==> src/rtl/core/rrc_pkg.sv <==
package rrc_pkg;

   // Reserved table geometry
   localparam int TABLE_DEPTH = 16;
   localparam int IDX_W       = (TABLE_DEPTH > 1) ? $clog2(TABLE_DEPTH) : 1;
   localparam int COUNT_W     = $clog2(TABLE_DEPTH + 1);

   localparam int ADDR_W = 64;
   localparam logic [ADDR_W-1:0] PAGE_MASK = 64'h0000_0000_0000_0FFF;

   // One reserved interval [low, high)
   typedef struct packed {
      logic [ADDR_W-1:0] low;
      logic [ADDR_W-1:0] high;
   } entry_type;

   localparam int ENTRY_W = $bits(entry_type);

endpackage

==> src/rtl/core/rrc_ram.sv <==
module rrc_ram #(
   parameter int WIDTH = 8,
   parameter int DEPTH = 16,
   localparam int AW   = (DEPTH > 1) ? $clog2(DEPTH) : 1
) (
   input  logic             clock,
   input  logic             wr_en,
   input  logic [AW-1:0]    wr_addr,
   input  logic [WIDTH-1:0] wr_data,
   input  logic [AW-1:0]    rd_addr,
   output logic [WIDTH-1:0] rd_data
);

   logic [WIDTH-1:0] mem_ff [DEPTH];
   logic [WIDTH-1:0] rd_data_ff;

   always_ff @(posedge clock) begin
      if (wr_en) begin
         mem_ff[wr_addr] <= wr_data;
      end
      rd_data_ff <= mem_ff[rd_addr];
   end

   assign rd_data = rd_data_ff;

endmodule

==> src/rtl/core/reserved_range_carver_core.sv <==
// Channel   Direction  Handshake              Payload
// req_      in         req_valid / req_ready  mode, start_address, size_bytes
// rsp_      out        rsp_valid / rsp_ready  piece_base, piece_length, last_piece
//
// Reserve: entries whose low is above the new low shift up one slot, then the entry is written;
//   the single-port-read table RAM, read one entry ahead, sets the pace.
// Carve: walks the stored entries in order; a piece waits in a pending register so the
//   last can be flagged; a new piece with one pending halts the walk while rsp_ is full.
// Zero-size or table-full reservations are dropped in the accept cycle.
// Synchronous reset clears the entry count and control; table contents need no clear.
module reserved_range_carver_core (
   input  logic        clock,
   input  logic        reset,
   input  logic        req_valid,
   output logic        req_ready,
   input  logic        req_mode,
   input  logic [63:0] req_start_address,
   input  logic [63:0] req_size_bytes,
   output logic        rsp_valid,
   input  logic        rsp_ready,
   output logic [63:0] rsp_piece_base,
   output logic [63:0] rsp_piece_length,
   output logic        rsp_last_piece
);

   localparam logic [2:0] ST_IDLE   = 3'd0;
   localparam logic [2:0] ST_SHIFT  = 3'd1;
   localparam logic [2:0] ST_INSERT = 3'd2;
   localparam logic [2:0] ST_CARVE  = 3'd3;
   localparam logic [2:0] ST_TAIL   = 3'd4;
   localparam logic [2:0] ST_LAST   = 3'd5;

   localparam int AW = rrc_pkg::ADDR_W;
   localparam int CW = rrc_pkg::COUNT_W;
   localparam int IW = rrc_pkg::IDX_W;

   // control state
   logic [2:0]    state_ff, state_in;
   logic [CW-1:0] count_ff, count_in;
   logic [CW-1:0] pos_ff, pos_in;       // insertion slot / carve entry index
   logic          pend_valid_ff, pend_valid_in;
   logic          rsp_valid_ff, rsp_valid_in;

   // payload state
   logic [AW-1:0] base_ff, base_in;     // carve start, or page-aligned reserve low
   logic [AW-1:0] end_ff, end_in;       // start + size, wrapping
   logic [AW-1:0] cursor_ff, cursor_in;
   logic [AW-1:0] pend_base_ff, pend_base_in;
   logic [AW-1:0] pend_len_ff, pend_len_in;
   logic [AW-1:0] rsp_base_ff, rsp_base_in;
   logic [AW-1:0] rsp_len_ff, rsp_len_in;
   logic          rsp_last_ff, rsp_last_in;

   // table RAM port
   logic                 wr_en;
   logic [IW-1:0]        wr_addr;
   rrc_pkg::entry_type   wr_entry;
   logic [IW-1:0]        rd_addr;
   rrc_pkg::entry_type   rd_entry;

   logic                 accept;
   logic                 out_free;
   rrc_pkg::entry_type   new_entry;
   logic [AW-1:0]        rb, re;
   logic                 hit, piece, tail;
   logic [CW-1:0]        pos_next;

   rrc_ram #(
      .WIDTH (rrc_pkg::ENTRY_W),
      .DEPTH (rrc_pkg::TABLE_DEPTH)
   ) u_table (
      .clock   (clock),
      .wr_en   (wr_en),
      .wr_addr (wr_addr),
      .wr_data (wr_entry),
      .rd_addr (rd_addr),
      .rd_data (rd_entry)
   );

   assign req_ready = (state_ff == ST_IDLE);
   assign accept    = req_valid && req_ready;
   // output register can take a new piece this cycle
   assign out_free  = !rsp_valid_ff || rsp_ready;

   // new reservation: high is rounded up only when it is written
   assign new_entry.low  = base_ff;
   assign new_entry.high = (end_ff + rrc_pkg::PAGE_MASK) & ~rrc_pkg::PAGE_MASK;

   // carve: clip the entry being read to [start, end)
   assign rb    = (rd_entry.low > base_ff) ? rd_entry.low : base_ff;
   assign re    = (rd_entry.high < end_ff) ? rd_entry.high : end_ff;
   assign hit   = rb < re;
   assign piece = hit && (cursor_ff < rb);
   assign tail  = cursor_ff < end_ff;

   assign pos_next = pos_ff + CW'(1);

   always_comb begin
      state_in      = state_ff;
      count_in      = count_ff;
      pos_in        = pos_ff;
      pend_valid_in = pend_valid_ff;
      base_in       = base_ff;
      end_in        = end_ff;
      cursor_in     = cursor_ff;
      pend_base_in  = pend_base_ff;
      pend_len_in   = pend_len_ff;
      rsp_base_in   = rsp_base_ff;
      rsp_len_in    = rsp_len_ff;
      rsp_last_in   = rsp_last_ff;
      rsp_valid_in  = rsp_valid_ff && !rsp_ready;
      wr_en         = 1'b0;
      wr_addr       = pos_ff[IW-1:0];
      wr_entry      = new_entry;
      rd_addr       = '0;

      case (state_ff)
         ST_IDLE: begin
            // prefetch: last entry for an insert, first entry for a carve
            rd_addr = req_mode ? '0 : IW'(count_ff - CW'(1));
            if (accept) begin
               end_in = req_start_address + req_size_bytes;
               if (req_mode) begin
                  base_in       = req_start_address;
                  cursor_in     = req_start_address;
                  pos_in        = '0;
                  pend_valid_in = 1'b0;
                  state_in      = (count_ff == '0) ? ST_TAIL : ST_CARVE;
               end else if (req_size_bytes != '0 &&
                            count_ff < CW'(rrc_pkg::TABLE_DEPTH)) begin
                  base_in  = req_start_address & ~rrc_pkg::PAGE_MASK;
                  pos_in   = count_ff;
                  state_in = (count_ff == '0) ? ST_INSERT : ST_SHIFT;
               end
            end
         end

         ST_SHIFT: begin
            // rd_entry holds entry pos-1
            rd_addr = IW'(pos_ff - CW'(2));
            if (rd_entry.low > base_ff) begin
               wr_en    = 1'b1;
               wr_entry = rd_entry;
               pos_in   = pos_ff - CW'(1);
               if (pos_ff == CW'(1)) begin
                  state_in = ST_INSERT;
               end
            end else begin
               wr_en    = 1'b1;
               count_in = count_ff + CW'(1);
               state_in = ST_IDLE;
            end
         end

         ST_INSERT: begin
            wr_en    = 1'b1;
            count_in = count_ff + CW'(1);
            state_in = ST_IDLE;
         end

         ST_CARVE: begin
            if (piece && pend_valid_ff && !out_free) begin
               // hold and re-read the same entry
               rd_addr = pos_ff[IW-1:0];
            end else begin
               rd_addr = pos_next[IW-1:0];
               if (piece) begin
                  if (pend_valid_ff) begin
                     rsp_valid_in = 1'b1;
                     rsp_base_in  = pend_base_ff;
                     rsp_len_in   = pend_len_ff;
                     rsp_last_in  = 1'b0;
                  end
                  pend_valid_in = 1'b1;
                  pend_base_in  = cursor_ff;
                  pend_len_in   = rb - cursor_ff;
               end
               if (hit && re > cursor_ff) begin
                  cursor_in = re;
               end
               pos_in = pos_next;
               if (pos_next == count_ff) begin
                  state_in = ST_TAIL;
               end
            end
         end

         ST_TAIL: begin
            if (!(tail && pend_valid_ff && !out_free)) begin
               if (tail) begin
                  if (pend_valid_ff) begin
                     rsp_valid_in = 1'b1;
                     rsp_base_in  = pend_base_ff;
                     rsp_len_in   = pend_len_ff;
                     rsp_last_in  = 1'b0;
                  end
                  pend_valid_in = 1'b1;
                  pend_base_in  = cursor_ff;
                  pend_len_in   = end_ff - cursor_ff;
               end
               state_in = ST_LAST;
            end
         end

         ST_LAST: begin
            if (!pend_valid_ff) begin
               state_in = ST_IDLE;
            end else if (out_free) begin
               rsp_valid_in  = 1'b1;
               rsp_base_in   = pend_base_ff;
               rsp_len_in    = pend_len_ff;
               rsp_last_in   = 1'b1;
               pend_valid_in = 1'b0;
               state_in      = ST_IDLE;
            end
         end

         default: begin
            state_in = ST_IDLE;
         end
      endcase
   end

   always_ff @(posedge clock) begin
      if (reset) begin
         state_ff      <= ST_IDLE;
         count_ff      <= '0;
         pos_ff        <= '0;
         pend_valid_ff <= 1'b0;
         rsp_valid_ff  <= 1'b0;
      end else begin
         state_ff      <= state_in;
         count_ff      <= count_in;
         pos_ff        <= pos_in;
         pend_valid_ff <= pend_valid_in;
         rsp_valid_ff  <= rsp_valid_in;
      end
   end

   always_ff @(posedge clock) begin
      base_ff      <= base_in;
      end_ff       <= end_in;
      cursor_ff    <= cursor_in;
      pend_base_ff <= pend_base_in;
      pend_len_ff  <= pend_len_in;
      rsp_base_ff  <= rsp_base_in;
      rsp_len_ff   <= rsp_len_in;
      rsp_last_ff  <= rsp_last_in;
   end

   assign rsp_valid        = rsp_valid_ff;
   assign rsp_piece_base   = rsp_base_ff;
   assign rsp_piece_length = rsp_len_ff;
   assign rsp_last_piece   = rsp_last_ff;

endmodule
==> config.mk <==
export PLATFORM = sky130hd
export DESIGN_NAME = reserved_range_carver_core
export DESIGN_NICKNAME = d
export VERILOG_FILES = /design/src/rtl/core/rrc_pkg.sv /design/src/rtl/core/rrc_ram.sv /design/src/rtl/core/reserved_range_carver_core.sv
export SDC_FILE = /design/constraint.sdc
export NUM_CORES = 2
export LEC_CHECK = 0
export BUFFER_PORTS_ARGS = -buffer_cell sky130_fd_sc_hd__buf_2
export CAP_MARGIN = 20
export CORE_MARGIN = 10
export CORE_UTILIZATION = 40
export CTS_BUF_LIST = sky130_fd_sc_hd__clkbuf_16
export DETAILED_ROUTE_END_ITERATION = 6
export GPL_TIMING_DRIVEN = 0
export HOLD_SLACK_MARGIN = 0.03
export PLACE_DENSITY = 0.58
export SLEW_MARGIN = 25
export SYNTH_ARGS = -nofsm -noshare
export SYNTH_HDL_FRONTEND = slang
export SYNTH_SLANG_ARGS = --single-unit
export TNS_END_PERCENT = 30
==> constraint.sdc <==
create_clock -name clock -period 16.33 [get_ports clock]
set_input_delay 4.0825 -clock clock [delete_from_list [all_inputs] [get_ports clock]]
set_output_delay 4.0825 -clock clock [all_outputs]
set_load 0.03 [all_outputs]
[Yosys cells after proc, flatten, opt, wreduce, memory -nomap -nowiden]
Memory sizes are Yosys's and may differ from the RTL's. A register that Yosys moved wholly into a read port is not among the register bits.
Index checks and enable logic that the tools add are counted.
Storage, ports and cells
  register bits after elaboration: 464
  memory bits (writable): 2048
  input port bits: 133
  output and inout bits: 131
  word-level logic and storage cells: 174
  memories kept: 1
Memories
  u_table.mem_ff: words 16, bits a word 128, rd ports 1, clocked after Yosys merged registers in 1, wr ports 1, RTL line rrc_ram.sv:14  | logic [WIDTH-1:0] mem_ff [DEPTH];
Cells by class
  add/subtract/negate cells: 9
  $lt $le $gt $ge: 7
  eq/ne operators: 22
  muxes and demuxes: 89
  reductions and logical operators: 33
Operators with widths (number)
  64-bit 2-to-1 mux: 30
  64-bit one-hot mux with 2 select lines: 3
  64-bit one-hot mux with 3 select lines: 2
  64-bit less-than comparator: 4
  128-bit 2-to-1 mux: 2
  64-bit greater-than comparator: 2
  64-bit subtractor: 2
  64-bit by 12-bit adder with 64-bit output, second input constant: 1
  64-bit adder: 1
  64-bit nonzero test: 1
  3-bit 2-to-1 mux: 11
  5-bit 2-to-1 mux: 6
  1-bit 2-to-1 mux: 25
  7-bit AND reduction: 3
  2-bit inequality test, second input constant: 10
  3-bit one-hot mux with 5 select lines: 1
  5-bit one-hot mux with 3 select lines: 1
  5-bit AND reduction: 3
  4-bit one-hot mux with 3 select lines: 1
  5-bit by 1-bit adder with 5-bit output, second input constant: 2
  5-bit one-hot mux with 2 select lines: 1
  1-bit logical AND: 9
  4-bit 2-to-1 mux: 2
  2-bit nonzero test: 4
  other kinds (24): 33

[Depth between registers and ports, before layout]
  depth after elaboration: 8
  gate-level depth with buffers: 31
  mapped depth without buffers: 26

[Modules after synthesis]
Synthesis repeated with hierarchy kept, for this count alone.
Unflattened totals
  cell total of the unflattened synthesis: 7165
  area total of the unflattened synthesis: 115590.9 um^2
Modules (own cells, without submodules)
  rrc_ram: times used 1, cells an instance 3365, area an instance 79343.6 um^2, seq. area each 64061.4 um^2
  reserved_range_carver_core: times used 1, cells an instance 3800, area an instance 36247.3 um^2, seq. area each 13783.2 um^2

[Worst setup path after synthesis]
OpenSTA, ideal clock, no wires.
  path type: reg-to-reg
  start: register base_ff[21]
  end: register rsp_base_ff[0] (netlist: rsp_piece_base[0]), enable pin
  setup time: 0.798 ns
  data arrival time: 14.554 ns
  required time: 15.532 ns
  path slack: 0.978 ns
  cell stages (with the launch flop): 24
  buffers on the path: 1
  clock period less this slack: 15.352 ns
  cells stage by stage: edfxtp_1 -> inv_1 -> ha_1 -> a21o_1 -> a21o_1 -> a221o_1 -> a211o_1 -> a32oi_1 -> nand3b_1 -> nand2_1 -> clkbuf_1 -> mux2_2 -> ha_1 -> a21o_1 -> a221o_1 -> a221oi_1 -> nand4_1 -> o21ai_0 -> o2111ai_1 -> o41a_1 -> nor3b_1 -> and2_1 -> a21oi_1 -> nor3b_1
On the way
  longest elaborated chain between the ends: 8
  elaborated cells between the ends (all ways): 10
  those cells by class: order compare: 3; eq/ne: 2; mux: 1; reduce/logical: 4
RTL lines
  from (decl): RTL line reserved_range_carver_core.sv:45  | logic [AW-1:0] base_ff, base_in;
  from (signal assigned): RTL line reserved_range_carver_core.sv:241  | base_ff <= base_in;
  64-bit greater-than comparator: RTL line reserved_range_carver_core.sv:90  | assign rb = (rd_entry.low > base_ff) ? rd_entry.low : base_ff;
  64-bit 2-to-1 mux (*): RTL line reserved_range_carver_core.sv:90
  64-bit less-than comparator (on tied branches): RTL line reserved_range_carver_core.sv:92, reserved_range_carver_core.sv:93
  1-bit logical AND (*): RTL line reserved_range_carver_core.sv:93  | assign piece = hit && (cursor_ff < rb);
  1-bit logical AND (2 in series): RTL line reserved_range_carver_core.sv:162  | if (piece && pend_valid_ff && !out_free) begin
  2-bit inequality test (no source line)
  7-bit AND reduction (no source line) (*)
  to (signal assigned): RTL line reserved_range_carver_core.sv:246  | rsp_base_ff <= rsp_base_in;
  to (decl): RTL line reserved_range_carver_core.sv:50  | logic [AW-1:0] rsp_base_ff, rsp_base_in;
Every way passes the cells marked *; elsewhere a longest branch is shown, timed or not.
A chain may end at the register's enable or synchronous reset.

[Final worst setup path]
  start: register u_table.rd_data_ff[123] (netlist: u_table.rd_data[123]) (read register of u_table.mem_ff)
  end: register u_table.rd_data_ff[109] (netlist: u_table.rd_data[109]) (read register of u_table.mem_ff)
On the way
  longest elaborated chain between the ends: 8
  elaborated cells between the ends (all ways): 9
  those cells by class: order compare: 3; mux: 3; reduce/logical: 3
RTL lines
  from (decl): RTL line rrc_ram.sv:15  | logic [WIDTH-1:0] rd_data_ff;
  64-bit greater-than comparator: RTL line reserved_range_carver_core.sv:90
  64-bit 2-to-1 mux (*): RTL line reserved_range_carver_core.sv:90
  64-bit less-than comparator (on tied branches): RTL line reserved_range_carver_core.sv:92, reserved_range_carver_core.sv:93
  1-bit logical AND (*): RTL line reserved_range_carver_core.sv:93
  1-bit logical AND (*) (2 in series): RTL line reserved_range_carver_core.sv:162
  4-bit 2-to-1 mux (*): RTL line reserved_range_carver_core.sv:162
  4-bit one-hot mux with 3 select lines (*): RTL line reserved_range_carver_core.sv:117  | case (state_ff)
Marked as above.

==> impl_metrics.py <==
metrics = {
    "worst_setup_path": {
        "start_kind": "flip-flop",
        "critPathKind": "flip-flop to flip-flop",
        "rrSetupSlack_ns": 3.22,
        "cp.required_ns": 17.08,
        "path_max_fanout": 10,
        "end_kind": "flip-flop",
        "cp.arrival_ns": 13.87,
    },
    "clock_network": {
        "cts-root-buf": "clkbuf_16",
        "cts_buffers": 290,
        "cts_hold_buf": 0,
        "clk_latency_ns": 0.89,
        "cts_resized": 0,
        "cts_setup_buffers": 0,
        "clockBufferDepth": 4,
        "path_clk_slew_ns": 0.06,
        "clkSinkCount": 2640,
        "htree_num_levels": 5,
        "cts_tree": "done",
    },
    "yosys": {
        "synth_edf_count": 2497,
        "yosysWarnings": 0,
        "syn_inst": 9440,
        "async_reset_ff_share_pct": 0,
        "ys_seq_area_share_pct": 66.10,
        "syn_area_per_cell_um2": 12.47,
        "synth_top_cell_by_area": "edfxtp_1",
        "synth_commonest_cells": "2497 x edfxtp_1, 1667 x nand2_1, 1363 x a21oi_1",
        "synth_cell_type_count": 78,
        "syn_nets": 10030,
        "synth_top_cell_area_share_pct": 63.67,
        "ys_ff_latch": 2640,
        "netlist_area_mm2": 0.1178,
        "synth_top_flop_cell": "edfxtp_1",
        "synthTopCellsByArea": "edfxtp_1 64%, a21oi_1 5.8%, nand2_1 5.3%",
        "yosysMostFrequentCell": "edfxtp_1",
    },
    "timing": {
        "rsz0062_at_grt": "no",
        "max_slew.worst_pin.slew_ns": 1.171,
        "fin_crit_sh_pct": 80.31,
        "finalSetupViolations": 0,
        "hold_violations": 0,
        "finalCriticalPeriod_ns": 13.11,
        "maxSlewViolCount": 0,
        "fmax_mhz": 76.25,
        "clock_skew_ns": 0.05447,
        "max_slew_margin_pct": 21.21,
    },
    "detailed_routing": {
        "wl_per_cell_um": 30.85,
        "viasPerCell": 5.926,
        "vias": 85460,
        "drc": 0,
        "first_iter_violations": 11510,
        "first_pass_iters": 6,
        "wl_mm": 444.8,
        "ant_nets": 0,
    },
    "pwr": {
        "peakVddDrop_uv": 135.4,
        "p_per_area_mw_per_mm2": 231.6,
        "leakage_nw": 49.30,
    },
    "place": {
        "io_buffer_count": 262,
        "dp_hpwl_mm": 339.3,
        "dp_cells": 13850,
        "dpl-instance-area_mm2": 0.1288,
        "gp_congestion": 0.9707,
    },
    "die": {
        "die_h_um": 562.6,
        "rows": 199,
        "die_x_um": 562.6,
        "dieArea_mm2": 0.3165,
        "start_util_pct": 40.11,
        "fp.coreArea_mm2": 0.2936,
        "io_pins": 264,
    },
    "run": {
        "drv_cap": 0,
    },
    "layout": {
        "layout.nets": 10820,
        "fin_cells": 14420,
        "final_cell_area_mm2": 0.1382,
        "fillers": 25880,
        "drive_above_1_share_pct": 11.82,
        "syn2layout_area_growth_pct": 17.37,
    },
    "min_path": {
        "hold_path.class": "flip-flop to flip-flop",
    },
    "grt": {
        "grt_pass1_vias": 81780,
        "grt_pass1_wl_mm": 618.0,
        "grt_antenna_before_repair": 48,
        "grt_max_degree": 45,
        "overflow": 0,
        "track_usage_pct": 27.01,
    },
    "status": {
        "status": "finished clean",
    },
}
[final timing paths]
check                               startpoint                       endpoint  cells after the start
hold / removal        pend_len_ff[5]$_DFFE_PP_  rsp_piece_length[5]$_DFFE_PP_                      0
setup reg to reg  u_table.rd_data[123]$_DFF_P_   u_table.rd_data[109]$_DFF_P_                     25
hold reg to reg       pend_len_ff[5]$_DFFE_PP_  rsp_piece_length[5]$_DFFE_PP_                      0
setup / recovery  u_table.rd_data[123]$_DFF_P_   u_table.rd_data[109]$_DFF_P_                     25
[metal layers]
metal | wire, µm | global-route usage (%)
met1 | 177000 | 36.31
met2 | 193600 | 40.61
met3 | 46530 | 6.330
met4 | 27570 | 14.38
met5 | 100 | 0
[layout make-up]
cell class	count	area (µm²)	area share [%]
Clock inverter	229	1813	1.312
Antenna cell	45	112.6	0.08147
Sequential cell	2640	77840	56.32
Multi-Input combinational cell	5946	36810	26.63
Buffer	518	2397	1.734
Clock buffer	295	7382	5.341
Timing Repair Buffer	492	5688	4.115
Inverter	336	1261	0.9125
Tap cell	3919	4903	3.548
[critical path, cell delays in order (launching register included)]
cell and delay [ns]:
dfxtp_1 0.66, ha_1 0.22, nand4_1 0.14, nor4_1 0.51, or3b_1 0.66, o21ai_0 0.98, nand3b_1 0.33, nand2_1 0.33
clkbuf_1 0.57, mux2_2 0.56, ha_1 0.32, a21o_1 0.16, a221o_1 0.37, a221oi_1 0.60, nand4_1 0.29, o21ai_0 0.79
o2111ai_1 0.64, o41a_1 0.71, nor2_2 0.49, mux2i_1 0.17, o221ai_2 0.77, nand2_1 0.93, clkbuf_2 0.66, clkbuf_1 0.49
a221o_1 0.41, nand3_1 0.17
[flip-flops by register name, indices dropped and copies added, names as in the netlist]
register / count
base_ff: 64
end_ff: 64
rsp_piece_base: 64
pend_len_ff: 64
rsp_piece_length: 64
cursor_ff: 64
rsp_valid: 1
u_table.mem_ff: 2048
rsp_last_piece: 1
state_ff: 3
pos_ff: 5
pend_valid_ff: 1
count_ff: 5
pend_base_ff: 64
u_table.rd_data: 128
[cell families (layout without fill, tap and decap cells)]
logic type | count (synthesis) | after routing | share of synthesized area, %
other cells | 0 | 45 | 0
xor+xnor | 240 | 240 | 1.785
flops | 2640 | 2640 | 66.10
buf+inv | 854 | 1870 | 3.071
compound gates | 2647 | 2647 | 14.03
fa+ha+maj | 459 | 459 | 4.896
simple gates | 2468 | 2468 | 8.927
mux | 132 | 132 | 1.189
[cell usage in the layout (no fill, tap or decap), drive strengths merged, types with 128 or more instances in the layout]
master	instances
a21o	177
a21oi	1363
a221o	262
a22oi	132
a32oi	128
buf	663
clkbuf	642
dfxtp	143
edfxtp	2497
ha	456
inv	414
nand2	1667
nand3	210
nor2	208
o21ai	340
xnor2	163
[power breakdown]
group          internal (mW)  switching (mW)  leakage [nW]
Clock                   3.65            2.76          4.72
Sequential              9.01           0.879          23.7
Combinational           4.82            10.9          20.9
Total                   17.5            14.5          49.3
[per-stage QoR]
step                TNS [ns]  total power [mW]  hold WS, ns  worst slack (ns)  util, %
CTS                        0             31.66       0.4135             3.698    47.02
finish                     0             32.00       0.4055             3.215    47.08
floorplan                  0             18.56       0.4003            0.9779        -
global placement     -945.75             24.79       0.4054            -5.694    42.23
global route               0             33.38       0.4202             3.509    47.06
detailed placement         0             25.26       0.4045             3.774    43.88
Note: power is estimated with default switching activity, not from simulation.
